## src/b2g_pkg.sv

```systemverilog
// Shared types, constants and the divide-by-six helper for the Bayer-to-grey
// half-scale block. No dependencies.
package b2g_pkg;

    localparam int PIX_W       = 8;
    localparam int CFG_W       = 13;
    localparam int CFG_IDX_W   = 2;
    localparam int LEFT_W      = 9;
    localparam int PAIR_W      = 10;
    localparam int SUM_W       = 11;

    localparam int MAX_WIDTH_DEF  = 4096;
    localparam int MAX_HEIGHT_DEF = 4096;

    // Register indexes on the configuration channel
    localparam logic [CFG_IDX_W-1:0] REG_TOP_LEFT_GREEN = 2'd0;
    localparam logic [CFG_IDX_W-1:0] REG_RAW_WIDTH      = 2'd1;
    localparam logic [CFG_IDX_W-1:0] REG_RAW_HEIGHT     = 2'd2;

    localparam logic             TOP_LEFT_GREEN_RST = 1'b1;
    localparam logic [CFG_W-1:0] RAW_WIDTH_RST      = 13'd640;
    localparam logic [CFG_W-1:0] RAW_HEIGHT_RST     = 13'd480;
    localparam logic [CFG_W-1:0] MIN_SIZE           = 13'd2;

    // floor(x/6) = (x * 2731) >> 14, exact for x < 8192
    localparam int             DIV6_SHIFT = 14;
    localparam logic [11:0]    DIV6_MULT  = 12'd2731;

    typedef struct packed {
        logic [CFG_IDX_W-1:0] index;
        logic [CFG_W-1:0]     wdata;
    } b2g_cfg_req_t;

    typedef struct packed {
        logic [PIX_W-1:0] raw_pixel;
    } b2g_raw_t;

    typedef struct packed {
        logic [PIX_W-1:0] grey_pixel;
        logic             frame_last;
    } b2g_grey_t;

    // Right-hand sample of a horizontal pair, handed to the cell stage
    typedef struct packed {
        logic              is_write;  // even row: store the pair sum
        logic              last;      // bottom-right sample of the frame
        logic [PAIR_W-1:0] pair;      // weighted left + weighted right
    } b2g_pair_t;

    function automatic logic [PIX_W-1:0] div6(input logic [SUM_W-1:0] s);
        logic [SUM_W+12-1:0] prod;
        prod = {12'd0, s} * {{SUM_W{1'b0}}, DIV6_MULT};
        return prod[DIV6_SHIFT +: PIX_W];
    endfunction

endpackage

```

## src/b2g_stream_if.sv

```systemverilog
// Valid/ready channel carrying one request of payload type T.
// Depends on nothing; payload types come from b2g_pkg at instantiation.
interface b2g_stream_if #(parameter type T = logic) ();
    logic valid;
    logic ready;
    T     data;

    modport source (output valid, output data, input ready);
    modport sink   (input valid, input data, output ready);
endinterface

```

## src/b2g_back.sv

```systemverilog
// Cell stage and result register: stores even-row pair sums, completes
// odd-row cells and divides by six. Uses b2g_pkg and b2g_stream_if.
module b2g_back
    import b2g_pkg::*;
#(
    parameter int CELL_W = 11
)(
    input  logic              clk,
    input  logic              rst_n,
    input  logic              a_load,
    input  b2g_pair_t         a_req,
    input  logic [CELL_W-1:0] pair_idx,
    input  logic [PAIR_W-1:0] rd_data,
    output logic              a_ready,
    output logic              mem_we,
    output logic [CELL_W-1:0] mem_addr,
    output logic [PAIR_W-1:0] mem_wdata,
    b2g_stream_if.source      grey_out
);

    logic              a_valid_reg, a_valid_next;
    b2g_pair_t         a_req_reg;
    logic [CELL_W-1:0] a_cell_reg;
    logic              out_valid_reg, out_valid_next;
    b2g_grey_t         out_reg;

    logic             out_free, out_load, a_adv;
    logic [SUM_W-1:0] sum;

    assign out_free = !out_valid_reg || grey_out.ready;
    assign out_load = a_valid_reg && !a_req_reg.is_write && out_free;
    assign a_adv    = a_valid_reg && (a_req_reg.is_write || out_free);
    assign a_ready  = !a_valid_reg || a_adv;

    assign mem_we    = a_valid_reg && a_req_reg.is_write;
    assign mem_addr  = a_cell_reg;
    assign mem_wdata = a_req_reg.pair;

    assign sum = SUM_W'(rd_data) + SUM_W'(a_req_reg.pair);

    always_comb
    begin
        a_valid_next = a_valid_reg;
        if (a_load)
        begin
            a_valid_next = 1'b1;
        end
        else if (a_adv)
        begin
            a_valid_next = 1'b0;
        end
        out_valid_next = out_valid_reg;
        if (out_load)
        begin
            out_valid_next = 1'b1;
        end
        else if (grey_out.ready)
        begin
            out_valid_next = 1'b0;
        end
    end

    always_ff @(posedge clk or negedge rst_n)
    begin
        if (!rst_n)
        begin
            a_valid_reg   <= 1'b0;
            out_valid_reg <= 1'b0;
        end
        else
        begin
            a_valid_reg   <= a_valid_next;
            out_valid_reg <= out_valid_next;
        end
    end

    always_ff @(posedge clk)
    begin
        if (a_load)
        begin
            a_req_reg  <= a_req;
            a_cell_reg <= pair_idx;
        end
        if (out_load)
        begin
            out_reg.grey_pixel <= div6(sum);
            out_reg.frame_last <= a_req_reg.last;
        end
    end

    assign grey_out.valid = out_valid_reg;
    assign grey_out.data  = out_reg;

    // a cell whose result cannot leave stays parked in the cell stage
    assert property (@(posedge clk) disable iff (!rst_n)
        a_valid_reg && !a_req_reg.is_write && out_valid_reg && !grey_out.ready
        |=> a_valid_reg)
        else $error("completed cell dropped under back-pressure");

    // a stalled grey request keeps its valid and its value
    assert property (@(posedge clk) disable iff (!rst_n)
        out_valid_reg && !grey_out.ready |=> out_valid_reg && $stable(out_reg))
        else $error("grey request changed while stalled");

    // line store write and result load never come from the same request
    assert property (@(posedge clk) disable iff (!rst_n)
        !(mem_we && out_load))
        else $error("store write and result load collide");

endmodule
```

## src/flat_wrapper.sv

```systemverilog
// flat-port wrapper written by rule: the top's interface ports become plain ports
module b2g_back_flat import b2g_pkg::*;
#(
    parameter int CELL_W = 11
)
  (clk, rst_n, a_load, a_req, pair_idx, rd_data, a_ready, mem_we, mem_addr, mem_wdata, grey_out_valid, grey_out_data, grey_out_ready);
  b2g_stream_if grey_out_i ();
  input  logic clk;
  input  logic rst_n;
  input  logic a_load;
  input  b2g_pair_t a_req;
  input  logic [CELL_W-1:0] pair_idx;
  input  logic [PAIR_W-1:0] rd_data;
  output logic a_ready;
  output logic mem_we;
  output logic [CELL_W-1:0] mem_addr;
  output logic [PAIR_W-1:0] mem_wdata;
  output wire logic [$bits(grey_out_i.valid)-1:0] grey_out_valid;
  output wire logic [$bits(grey_out_i.data)-1:0] grey_out_data;
  input wire logic [$bits(grey_out_i.ready)-1:0] grey_out_ready;
  assign grey_out_valid = grey_out_i.valid;
  assign grey_out_data = grey_out_i.data;
  assign grey_out_i.ready = grey_out_ready;
  b2g_back #(.CELL_W(CELL_W)) u_core (.clk(clk), .rst_n(rst_n), .a_load(a_load), .a_req(a_req), .pair_idx(pair_idx), .rd_data(rd_data), .a_ready(a_ready), .mem_we(mem_we), .mem_addr(mem_addr), .mem_wdata(mem_wdata), .grey_out(grey_out_i));
endmodule
```

## config.mk

```make
export PLATFORM = sky130hd
export DESIGN_NAME = b2g_back_flat
export DESIGN_NICKNAME = d
export VERILOG_FILES = /design/src/b2g_pkg.sv /design/src/b2g_stream_if.sv /design/src/b2g_back.sv /design/src/flat_wrapper.sv
export SDC_FILE = /design/constraint.sdc
export NUM_CORES = 1
export LEC_CHECK = 0
export ABC_AREA = 1
export BUFFER_PORTS_ARGS = -buffer_cell sky130_fd_sc_hd__buf_2
export CAP_MARGIN = 20
export CORE_MARGIN = 2
export CORE_UTILIZATION = 36
export CTS_CLUSTER_DIAMETER = 80
export DETAILED_ROUTE_END_ITERATION = 10
export PLACE_DENSITY = 0.82
export REMOVE_ABC_BUFFERS = 1
export SLEW_MARGIN = 10
export SYNTH_ARGS = -nofsm -noshare
export SYNTH_HDL_FRONTEND = slang
export SYNTH_SLANG_ARGS = --single-unit
```

## constraint.sdc

```tcl
create_clock -name clk -period 0.9 [get_ports clk]
set_input_delay 0.18 -clock clk [delete_from_list [all_inputs] [get_ports clk]]
set_output_delay 0.18 -clock clk [all_outputs]
set_load 0.01 [all_outputs]
```

# After elaboration in Yosys (flattened, before gate mapping)
# Index checks and enable logic that the tools add are counted.
# op_classes
mux,4
reduce_logical,12
# ops
cell,n
$logic_and 1x1->1,4
$mux 1,4
$reduce_bool 2->1,2
$logic_not 1->1,3
$logic_or 1x1->1,3
# totals
regBits,26
inputBits,37
output_inout_bits,25

# Logic depth before layout (Yosys ltp)
# Gate-level depths: netlist of run 1.
# logic_depth
depth_word,6
ltp_mapped,4

# Worst setup path before layout of run 1
# No wires, ideal clock.
# synth_timing
kind,register to register
from,"register u_core.out_valid_reg, in the netlist u_core.grey_out.valid"
to,"register u_core.out_reg (netlist bit u_core.grey_out.data), enable pin"
setup_ps,298
arrival_time_ps,620
setup_slack_ps,-18
stages_incl_launch_ff,4
path_buffers,0
synth_period_minus_slack_ps,918
cell_sequence,dfrtp_1 inv_1 nor2_4 nor2_1
# synth_via
elab_chain_cells,3
# synth_rtl
item,line,text
start: declaration,b2g_back.sv:24,"logic out_valid_reg, out_valid_next;"
start signal: assignment,b2g_back.sv:73,out_valid_reg <= out_valid_next;
$logic_not 1->1,b2g_back.sv:30,assign out_free = !out_valid_reg || grey_out.ready;
$logic_or 1x1->1,b2g_back.sv:30,
$logic_and 1x1->1,b2g_back.sv:31,assign out_load = a_valid_reg && !a_req_reg.is_write && out_free;
net u_core.out_load,b2g_back.sv:27,"logic out_free, out_load, a_adv;"
end: declaration,b2g_back.sv:25,b2g_grey_t out_reg;
# The timed path passes the listed nets, and every way through them passes these cells.
# A chain may end at the register's enable or synchronous reset.

# Worst setup path after layout of run 1
# layout_timing
from,"register u_core.out_valid_reg, in the netlist u_core.grey_out.valid"
to,output a_ready
# layout_via
elab_chain_cells,5
# layout_rtl
item,line,text
$logic_not 1->1,b2g_back.sv:30,
$logic_or 1x1->1,b2g_back.sv:30,
$logic_or 1x1->1,b2g_back.sv:32,assign a_adv = a_valid_reg && (a_req_reg.is_write || out_free);
$logic_and 1x1->1,b2g_back.sv:32,
$logic_or 1x1->1,b2g_back.sv:33,assign a_ready = !a_valid_reg || a_adv;
end: declaration,flat_wrapper.sv:14,output logic a_ready;
# No other way between the ends.

==> flow_metrics.py, run 1 <==
metrics = {
    "floorplan": {
        "core-area_um2": 2430,
        "ios": 62,
        "dieArea_um2": 2950,
        "num_rows": 18,
        "die_y_um": 54.3,
        "dieWidth_um": 54.3,
        "start_util_pct": 37.4,
    },
    "finish": {
        "drive_gt1_share_pct": 63.6,
        "num-fill-cells": 208,
        "area_delta_synth_final_pct": 35.3,
        "fin_cells": 129,
        "largest_reg_flops": 11,
        "antenna_cells": 0,
        "finalNetCount": 137,
    },
    "placement": {
        "gp_congestion": 0.555,
        "dp_hpwl_um": 1250,
        "dp_cells": 123,
        "preCtsSetupSlack_ns": -0.0588,
        "io_buffers": 51,
    },
    "clock_tree": {
        "clk_path_buf_depth": 2,
        "cts_root_buf": "clkbuf_4",
        "cts_buffers": 3,
        "clock_sinks": 26,
        "h-tree-depth": 1,
        "worstSkewPairLatency_ns": 0.30,
        "clkTransAtPathRegs_ns": 0.12,
        "cts_tree": "yes",
    },
    "worst_hold_path": {
        "hp-class": "in -> reg",
    },
    "synthesis": {
        "synth.distinct_cells": 10,
        "synthMostInstantiatedCell": "edfxtp_1",
        "async_flop_share_pct": 7.69,
        "synth_top_area_share_pct": 79.1,
        "syn_inst": 49,
        "yosysWarningCount": 0,
        "syn_area_per_cell_um2": 18.6,
        "synth-seq-cells": 26,
        "ys_seq_area_share_pct": 84.6,
        "ys_top_cells_by_area": "edfxtp_1, buf_4, dfrtp_1",
        "synthFlopType": "edfxtp_1",
        "synth_largest_area_cell": "edfxtp_1",
        "syn_area_um2": 911,
        "synth_edf_count": 24,
        "synth_common_cells": "edfxtp_1, buf_4, inv_1",
    },
    "critical_path": {
        "endpoint_kind": "output port",
        "path_class": "reg -> out",
        "startpoint_type": "flip-flop",
        "cp.arrival_ns": 1.06,
        "cp_max_fo": 2,
        "cp.required_ns": 0.72,
    },
    "global_routing": {
        "gr-usage-all-layers_pct": 10.1,
        "met3_usage_pct": 3.01,
        "grt_pass1_vias": 495,
        "grt-ovfl-total": 0,
        "met1_usage_pct": 10.6,
        "grt_first_pass_wirelength_um": 2040,
        "grtUsageMet2_pct": 18.3,
        "antenna_found_initial": 0,
        "grt.busiest_layer": "met2",
        "grt_max_degree": 15,
    },
    "sta": {
        "max_slew_margin_pct": 90.2,
        "final_max_slew_viol_count": 0,
        "fin_crit_ns": 1.24,
        "rsz0062_at_grt": "true",
        "worstMarginPinSlew_ns": 0.146,
        "fin_crit_sh_pct": 138,
        "max_freq_mhz": 805,
        "fin_worst_skew_ns": 0.00135,
        "setup_viol": 27,
        "timing.final.hold_violations": 0,
        "fin_ws_ns": -0.342,
    },
    "job": {
        "max-cap-violations": 0,
    },
    "route": {
        "postRouteAntennaNets": 0,
        "drc": 0,
        "via_per_inst": 4.17,
        "routed-via-count": 538,
        "wl_um": 1550,
        "drt-initial-drc-count": 1,
        "wl_per_cell_um": 12.0,
        "first_pass_iters": 2,
    },
    "run_status": {
        "failed_checks": "negative setup slack",
        "status": "complete, but fails checks",
    },
    "power": {
        "cellLeakagePower_nw": 0.556,
        "total_power_w": 0.00219,
        "max-vdd-ir-drop_uv": 1070,
        "power.density_nw_per_um2": 1780,
    },
}
-- worst max-delay path, stage by stage, from the launching register on --
cell	delay (ns)
dfrtp_1	0.40
inv_2	0.07
nor2_4	0.10
nand2_2	0.07
buf_6	0.12
-- timing repair --
action,in CTS,in global routing
setup buffers,0,1
resized for setup,2,1
pin swaps,3,1
endpoints found under the setup margin,26,27
hold endpoints to repair,2,0
hold buffers,1,0
-- through the flow --
stage	util, %	setup TNS (ns)	cell area, um^2	hold slack, ns
after global routing	50.7	-4.64	1230	0.0107
after CTS	50.1	-3.66	1220	0.0256
after floorplan	-	-0.0181	836	-0.116
final	50.7	-3.18	1230	0.0425
after detailed placement	48.4	-0.0717	1180	-0.0310
after global placement	48.4	-0.0376	1180	-0.0354
-- logic make-up (layout without fill, tap and decap cells) --
group	count (synthesis)	after routing	synth area share, %
flip-flops	26	26	84.6
buffers and inverters	15	65	10.3
AND/OR/NAND/NOR	7	7	4.53
AO/OA/AOI/OAI	1	1	0.549
-- where the power goes --
group          total (W)  internal, W  switching, W
registers        0.00145      0.00142     0.0000281
clock network   0.000461     0.000162      0.000300
logic           0.000277     0.000137      0.000140
total            0.00219      0.00172      0.000468
-- placed cells by master (no fill, tap or decap), drive strengths merged --
cell type    instances
buf                 55
edfxtp              24
inv                  5
nand2                4
clkbuf               3
nor2                 3
dfrtp                2
o21ai                1
clkinv               1
dlygate4sd3          1
-- path summary, 6_finish.rpt --
kind,startpoint,end,slack [ns],cells past startpoint
worst min-delay path,a_req[11],u_core.a_req_reg[11],0.04,1
worst max register to register,u_core.grey_out.valid,u_core.a_valid_reg,-0.08,6
worst max-delay path,u_core.grey_out.valid,a_ready,-0.34,4
min in group asynchronous,rst_n,u_core.a_valid_reg,0.18,2
max in group asynchronous,rst_n,u_core.grey_out.valid,0.63,2
worst min register to register,u_core.a_req_reg[10],u_core.grey_out.data,0.46,0
-- layout make-up --
class / count / area [um^2] / area share [%]
Tap cell: 30 / 37.5 / 3.05
Multi-Input combinational cell: 8 / 46.3 / 3.76
Sequential cell: 26 / 771 / 62.5
Inverter: 5 / 18.8 / 1.52
Clock buffer: 3 / 22.5 / 1.83
Timing Repair Buffer: 56 / 333 / 27.0
Clock inverter: 1 / 3.75 / 0.305
-- routing by layer --
metal,wire (um),share of wire (%)
met5,0,0
met4,4,0.26
met1,572,37
met2,791,51
met3,181,12
Power figures use the tool's default switching activity.
==> run 2: changes to the inputs <==
- CELL_PAD_IN_SITES_DETAIL_PLACEMENT: not set -> 2
- CELL_PAD_IN_SITES_GLOBAL_PLACEMENT: not set -> 2
- CORE_UTILIZATION: 36 -> 24
- PLACE_DENSITY: 0.82 -> 0.83
- clock period: 0.9 -> 1.3 ns (I/O delays scaled with it)
==> run 2 against run 1 <==
Against the previous run:
- the run now ends clean
- routed wire length increased by 32%
- utilization decreased by 17 points
- via count increased by 2.8%
- combinational power decreased by 33%
- worst hold slack improved by 0.12 ns
==> flow_metrics.py, run 2 (synthesized netlist as in run 1, its figures left out) <==
metrics = {
    "route": {
        "postRouteAntennaNets": 0,
        "via_per_inst": 3.76,
        "routed-via-count": 553,
        "drt-initial-drc-count": 7,
        "wl_per_cell_um": 13.9,
        "first_pass_iters": 4,
        "drc": 0,
        "wl_um": 2040,
    },
    "sta": {
        "fin_crit_sh_pct": 99.4,
        "setup_viol": 0,
        "worstMarginPinSlew_ns": 0.190,
        "rsz0062_at_grt": "true",
        "final_max_slew_viol_count": 0,
        "fin_crit_ns": 1.29,
        "hold_ws_ns": 0.164,
        "max_slew_margin_pct": 87.4,
        "fin_worst_skew_ns": 0.00117,
        "max_freq_mhz": 774,
        "timing.final.hold_violations": 0,
    },
    "global_routing": {
        "grt_first_pass_wirelength_um": 3170,
        "antenna_found_initial": 0,
        "gr-usage-all-layers_pct": 10.2,
        "grt_pass1_vias": 694,
        "grt_max_degree": 16,
        "grt-ovfl-total": 0,
    },
    "finish": {
        "seq_area_um2": 771,
        "layout_commonest_cell": "buf_2",
        "area_delta_synth_final_pct": 36.8,
        "mostFrequentLayoutCells": "buf_2, edfxtp_1, inv_1",
        "finalNetCount": 137,
        "multi_input_area_um2": 46.3,
        "antenna_cells": 0,
        "largest_reg_flops": 11,
        "num-fill-cells": 402,
        "postLayoutCoreUtil_pct": 34.0,
        "drive_gt1_share_pct": 62.6,
        "fin_cells": 147,
    },
    "critical_path": {
        "cp.required_ns": 1.04,
        "startpoint_type": "flip-flop",
        "cp_top_family": "flip-flops",
        "rr_startpoint": "u_core.a_req_reg[11]",
        "cp.arrival_ns": 1.03,
        "worst-path-buf-inv": 1,
        "crit_chain": "nor2_2 -> nand2_2 -> buf_6",
        "cp_max_fo": 3,
        "path_class": "reg -> out",
        "cpPeakStageDelay_ns": 0.44,
        "endpoint_kind": "output port",
        "startpoint": "u_core.a_req_reg[11]",
        "slowest_stage": "edfxtp_1",
    },
    "clock_tree": {
        "h-tree-depth": 1,
        "cts_tree": "yes",
        "worstSkewPairLatency_ns": 0.26,
        "clkTransAtPathRegs_ns": 0.09,
        "cts_buffers": 3,
        "cts_root_buf": "clkbuf_8",
        "clock_sinks": 26,
        "clk_path_buf_depth": 2,
    },
    "placement": {
        "dp_cells": 140,
        "gp_congestion": 0.673,
        "dp_hpwl_um": 1650,
        "io_buffers": 51,
    },
    "floorplan": {
        "num_rows": 22,
        "dieWidth_um": 65.6,
        "start_util_pct": 24.9,
        "core-area_um2": 3660,
        "dieArea_um2": 4300,
        "die_y_um": 65.6,
        "ios": 62,
    },
    "run_status": {
        "status": "finished clean",
    },
    "job": {
        "max-cap-violations": 0,
    },
    "worst_hold_path": {
        "hp-class": "in -> reg",
        "min-delay-start": "pair_idx[6]",
    },
    "power": {
        "total_power_w": 0.00165,
        "power.density_nw_per_um2": 1330,
        "max-vdd-ir-drop_uv": 515,
        "cellLeakagePower_nw": 0.555,
    },
}
[run 2: changes by cell type in the layout (fill, tap and decap cells not counted), sizes merged]
cell,before,now
clkbuf,3,4
clkinv,1,0
[run 2: what timing repair did]
item	in CTS	in global routing
endpoints found under the setup margin	1	2
gates resized for setup	1	1
setup buffers	1	1
pin swaps	1	2
hold buffers	1	0
endpoints found under the hold margin	2	0
[run 2: layout make-up]
class                   count  share of cell area, %
clock buffers               4                   3.61
flip-flops and latches     26                   61.8
inverters                   5                   1.51
well taps                  48                   4.82
repair buffers             56                   24.5
multi-input cells           8                   3.71
[run 2: final timing paths]
| path | slack (ns) | to | cells after the start |
|---|---|---|---|
| max in group asynchronous | 0.89 | u_core.grey_out.valid | 2 |
| min in group asynchronous | 0.31 | u_core.a_valid_reg | 2 |
| min | 0.16 | u_core.mem_addr[6] | 1 |
| min reg2reg | 0.45 | u_core.grey_out.data | 0 |
| max reg2reg | 0.27 | u_core.grey_out.data | 3 |
| max | 0.008 | a_ready | 3 |
[run 2: routing by layer]
layer	part of all wire (%)	track usage, %
met3	9.3	3.42
met1	32	9.52
met5	0	0
met4	0.69	3.13
met2	58	20.5
[run 2: worst register-to-register path, delay by kind of cell, from the launching register on]
family	cells	cell delay, ns
buffers and inverters	1	0.08
AND/OR/NAND/NOR	2	0.22
flip-flops	1	0.44
[run 2: stage by stage]
| step | TNS (ns) | area, um^2 | worst slack [ns] |
|---|---|---|---|
| after floorplan | 0 | 836 | 0.382 |
| after global placement | 0 | 1170 | 0.303 |
| after detailed placement | 0 | 1170 | 0.279 |
| after CTS | 0 | 1230 | 0.00453 |
| after global routing | -0.0990 | 1250 | -0.0508 |
| final | 0 | 1250 | 0.00829 |
[run 2: power breakdown]
part           internal, W  total [W]  switching, W
Combinational    0.0000866   0.000186     0.0000997
Clock             0.000219   0.000461      0.000242
Sequential        0.000986    0.00101     0.0000193
Total              0.00129    0.00165      0.000361
==> run 3: changes to the inputs <==
- ABC_AREA: 1 -> not set
- CORE_MARGIN: 2 -> 4
- CORE_UTILIZATION: 24 -> 25
- PLACE_DENSITY: 0.83 -> 0.86
==> run 3 against run 2 <==
Against the previous run:
- the flow now finishes with violations (negative setup slack)
- final cell count is 4.8% lower
- design area is 2.2% lower
- critical endpoint unchanged
- sequential power hardly changed
- synthesized area is 0.96% lower
- die area is 7.7% higher
- utilization is 1.6 points higher
- fmax is 18% lower
- non-clock buffer count is 1 lower
- register-to-register slack worse by 0.12 ns
- clock skew is 0.00093 ns lower
- critical path depth stayed put
==> flow_metrics.py, run 3 <==
metrics = {
    "synthesis": {
        "synth_top_area_share_pct": 79.9,
        "syn_area_per_cell_um2": 20.0,
        "ys_top_cells_by_area": "edfxtp_1, buf_4, dfrtp_1",
        "synth-seq-cells": 26,
        "synth_common_cells": "edfxtp_1, buf_4, inv_1",
        "syn_inst": 45,
        "synth.distinct_cells": 10,
        "yosysWarningCount": 0,
        "syn_area_um2": 902,
        "async_flop_share_pct": 7.69,
        "synth_largest_area_cell": "edfxtp_1",
        "ys_seq_area_share_pct": 85.4,
        "synthMostInstantiatedCell": "edfxtp_1",
        "synth_edf_count": 24,
        "synthFlopType": "edfxtp_1",
    },
    "global_routing": {
        "grt-ovfl-total": 0,
        "grt_max_degree": 25,
        "grt_first_pass_wirelength_um": 2970,
        "grt_pass1_vias": 591,
        "antenna_found_initial": 0,
        "gr-usage-all-layers_pct": 8.95,
    },
    "floorplan": {
        "dieArea_um2": 4630,
        "ios": 62,
        "core-area_um2": 3420,
        "die_y_um": 68.1,
        "num_rows": 21,
        "start_util_pct": 26.4,
        "dieWidth_um": 68.1,
    },
    "critical_path": {
        "crit_chain": "nand2b_4 -> or3_1 -> buf_2",
        "rr_startpoint": "u_core.a_req_reg[11]",
        "cp_top_family": "simple AND/OR/NAND/NOR gates",
        "cpPeakStageDelay_ns": 0.41,
        "reg2reg_to": "u_core.grey_out.data",
        "cp.arrival_ns": 1.31,
        "reg2regPathDepth": 3,
        "slowest_stage": "edfxtp_1",
        "cp_max_fo": 2,
        "cp.required_ns": 1.04,
        "endpoint_kind": "output port",
        "r2r_slack_ns": 0.15,
        "worst-path-buf-inv": 1,
        "startpoint_type": "flip-flop",
        "path_class": "reg -> out",
    },
    "power": {
        "total_power_w": 0.00153,
        "switching_share_pct": 21.9,
        "power.share.clock_pct": 22.2,
        "max-vdd-ir-drop_uv": 597,
        "cellLeakagePower_nw": 0.531,
        "seqPwrFrac_pct": 65.5,
        "power.density_nw_per_um2": 1260,
        "p_int_w": 0.00120,
        "p_switching_w": 0.000337,
        "combPwrFrac_pct": 12.3,
    },
    "clock_tree": {
        "cts_tree": "yes",
        "clock_sinks": 26,
        "cts_buffers": 3,
        "worstSkewPairLatency_ns": 0.31,
        "clkTransAtPathRegs_ns": 0.13,
        "h-tree-depth": 1,
        "clk_path_buf_depth": 2,
        "cts_root_buf": "clkbuf_4",
    },
    "route": {
        "wl_met3_um": 191,
        "wl_met2_um": 1120,
        "top_layer": "met3",
        "wl_per_cell_um": 14.2,
        "drt-initial-drc-count": 24,
        "wl_met1_um": 680,
        "wl_um": 1990,
        "via_per_inst": 3.88,
        "postRouteAntennaNets": 0,
        "first_pass_iters": 2,
        "routed-via-count": 543,
        "drc": 0,
    },
    "worst_hold_path": {
        "min-delay-start": "pair_idx[5]",
        "hp-class": "in -> reg",
        "hold_end": "u_core.mem_addr[5]",
        "hold_depth": 1,
    },
    "sta": {
        "fin_crit_sh_pct": 121,
        "setup_viol": 2,
        "fin_crit_ns": 1.57,
        "worstMarginPinSlew_ns": 0.242,
        "max_freq_mhz": 637,
        "timing.final.hold_violations": 0,
        "fin_worst_skew_ns": 0.000239,
        "fin_tns_setup_ns": -0.339,
        "final_max_slew_viol_count": 0,
        "fin_ws_ns": -0.270,
        "max_slew_margin_pct": 83.7,
        "rsz0062_at_grt": "true",
        "hold_ws_ns": 0.111,
    },
    "finish": {
        "finalNetCount": 132,
        "antenna_cells": 0,
        "layout_commonest_cell": "buf_2",
        "largest_reg_flops": 11,
        "area_delta_synth_final_pct": 35.1,
        "drive_gt1_share_pct": 62.8,
        "mostFrequentLayoutCells": "buf_2, edfxtp_1, inv_1, clkbuf_4",
    },
    "run_status": {
        "status": "complete, but fails checks",
        "failed_checks": "negative setup slack",
    },
    "placement": {
        "gp_congestion": 0.636,
        "dp_hpwl_um": 1600,
        "io_buffers": 51,
    },
    "job": {
        "max-cap-violations": 0,
    },
}
## run 3: stage by stage
step           std cells  utilization, %  instance area, um^2  setup WS (ns)
2_1_floorplan         35               -                  827          0.188
6_report             140            35.7                 1220         -0.270
3_5_place_dp         133            34.0                 1160         0.0705
5_1_grt              140            35.7                 1220         -0.367
3_3_place_gp         133            34.0                 1160          0.100
4_1_cts              139            35.4                 1210         -0.292
## run 3: cell type report
class / count / area [um^2]
fill: 371 / 2200
sequential: 26 / 771
timing repair buffer: 55 / 307
tap: 46 / 57.6
multi-input combinational: 6 / 46.3
clock buffer: 4 / 26.3
inverter: 3 / 11.3
## run 3: logic make-up (layout without fill, tap and decap cells)
kind of cell | after synthesis | after routing | share of synthesized area (%)
buffers and inverters | 13 | 62 | 9.57
flip-flops | 26 | 26 | 85.4
AND/OR/NAND/NOR | 3 | 3 | 3.05
AO/OA/AOI/OAI | 3 | 3 | 1.94
## run 3: power groups by stage
stage / registers (W) / logic [W] / clock network, W
after floorplan: 0.00106 / 0.0000173 / 0
after global placement: 0.00102 / 0.000171 / 0
after detailed placement: 0.00103 / 0.000179 / 0
after CTS: 0.00101 / 0.000188 / 0.000369
after global routing: 0.00101 / 0.000206 / 0.000408
final: 0.00101 / 0.000188 / 0.000341
## run 3: worst max path at each step
stage,from,endpoint,cells after the start
finish,u_core.a_req_reg[11],a_ready,3
global route,u_core.a_req_reg[11],a_ready,3
CTS,u_core.a_req_reg[11],a_ready,3
detailed placement,u_core.a_req_reg[11],a_ready,3
global placement,u_core.a_req_reg[11],a_ready,3
floorplan,u_core.a_req_reg[11],a_ready,2
## run 3: metal layers
| metal | track usage (%) | vias up |
|---|---|---|
| li1 | - | 252 |
| met1 | 9.36 | 262 |
| met2 | 16.7 | 29 |
| met3 | 4.27 | 0 |
| met4 | 0.744 | 0 |
| met5 | 0 | - |
## run 3: timing repair
item                                    CTS  global route
endpoints found under the setup margin    2             2
buffers inserted                          1             1
pin swaps                                 0             1
hold endpoints to repair                  2             0
cloned                                    0             0
hold buffers                              1             0
gates resized for setup                   1             1
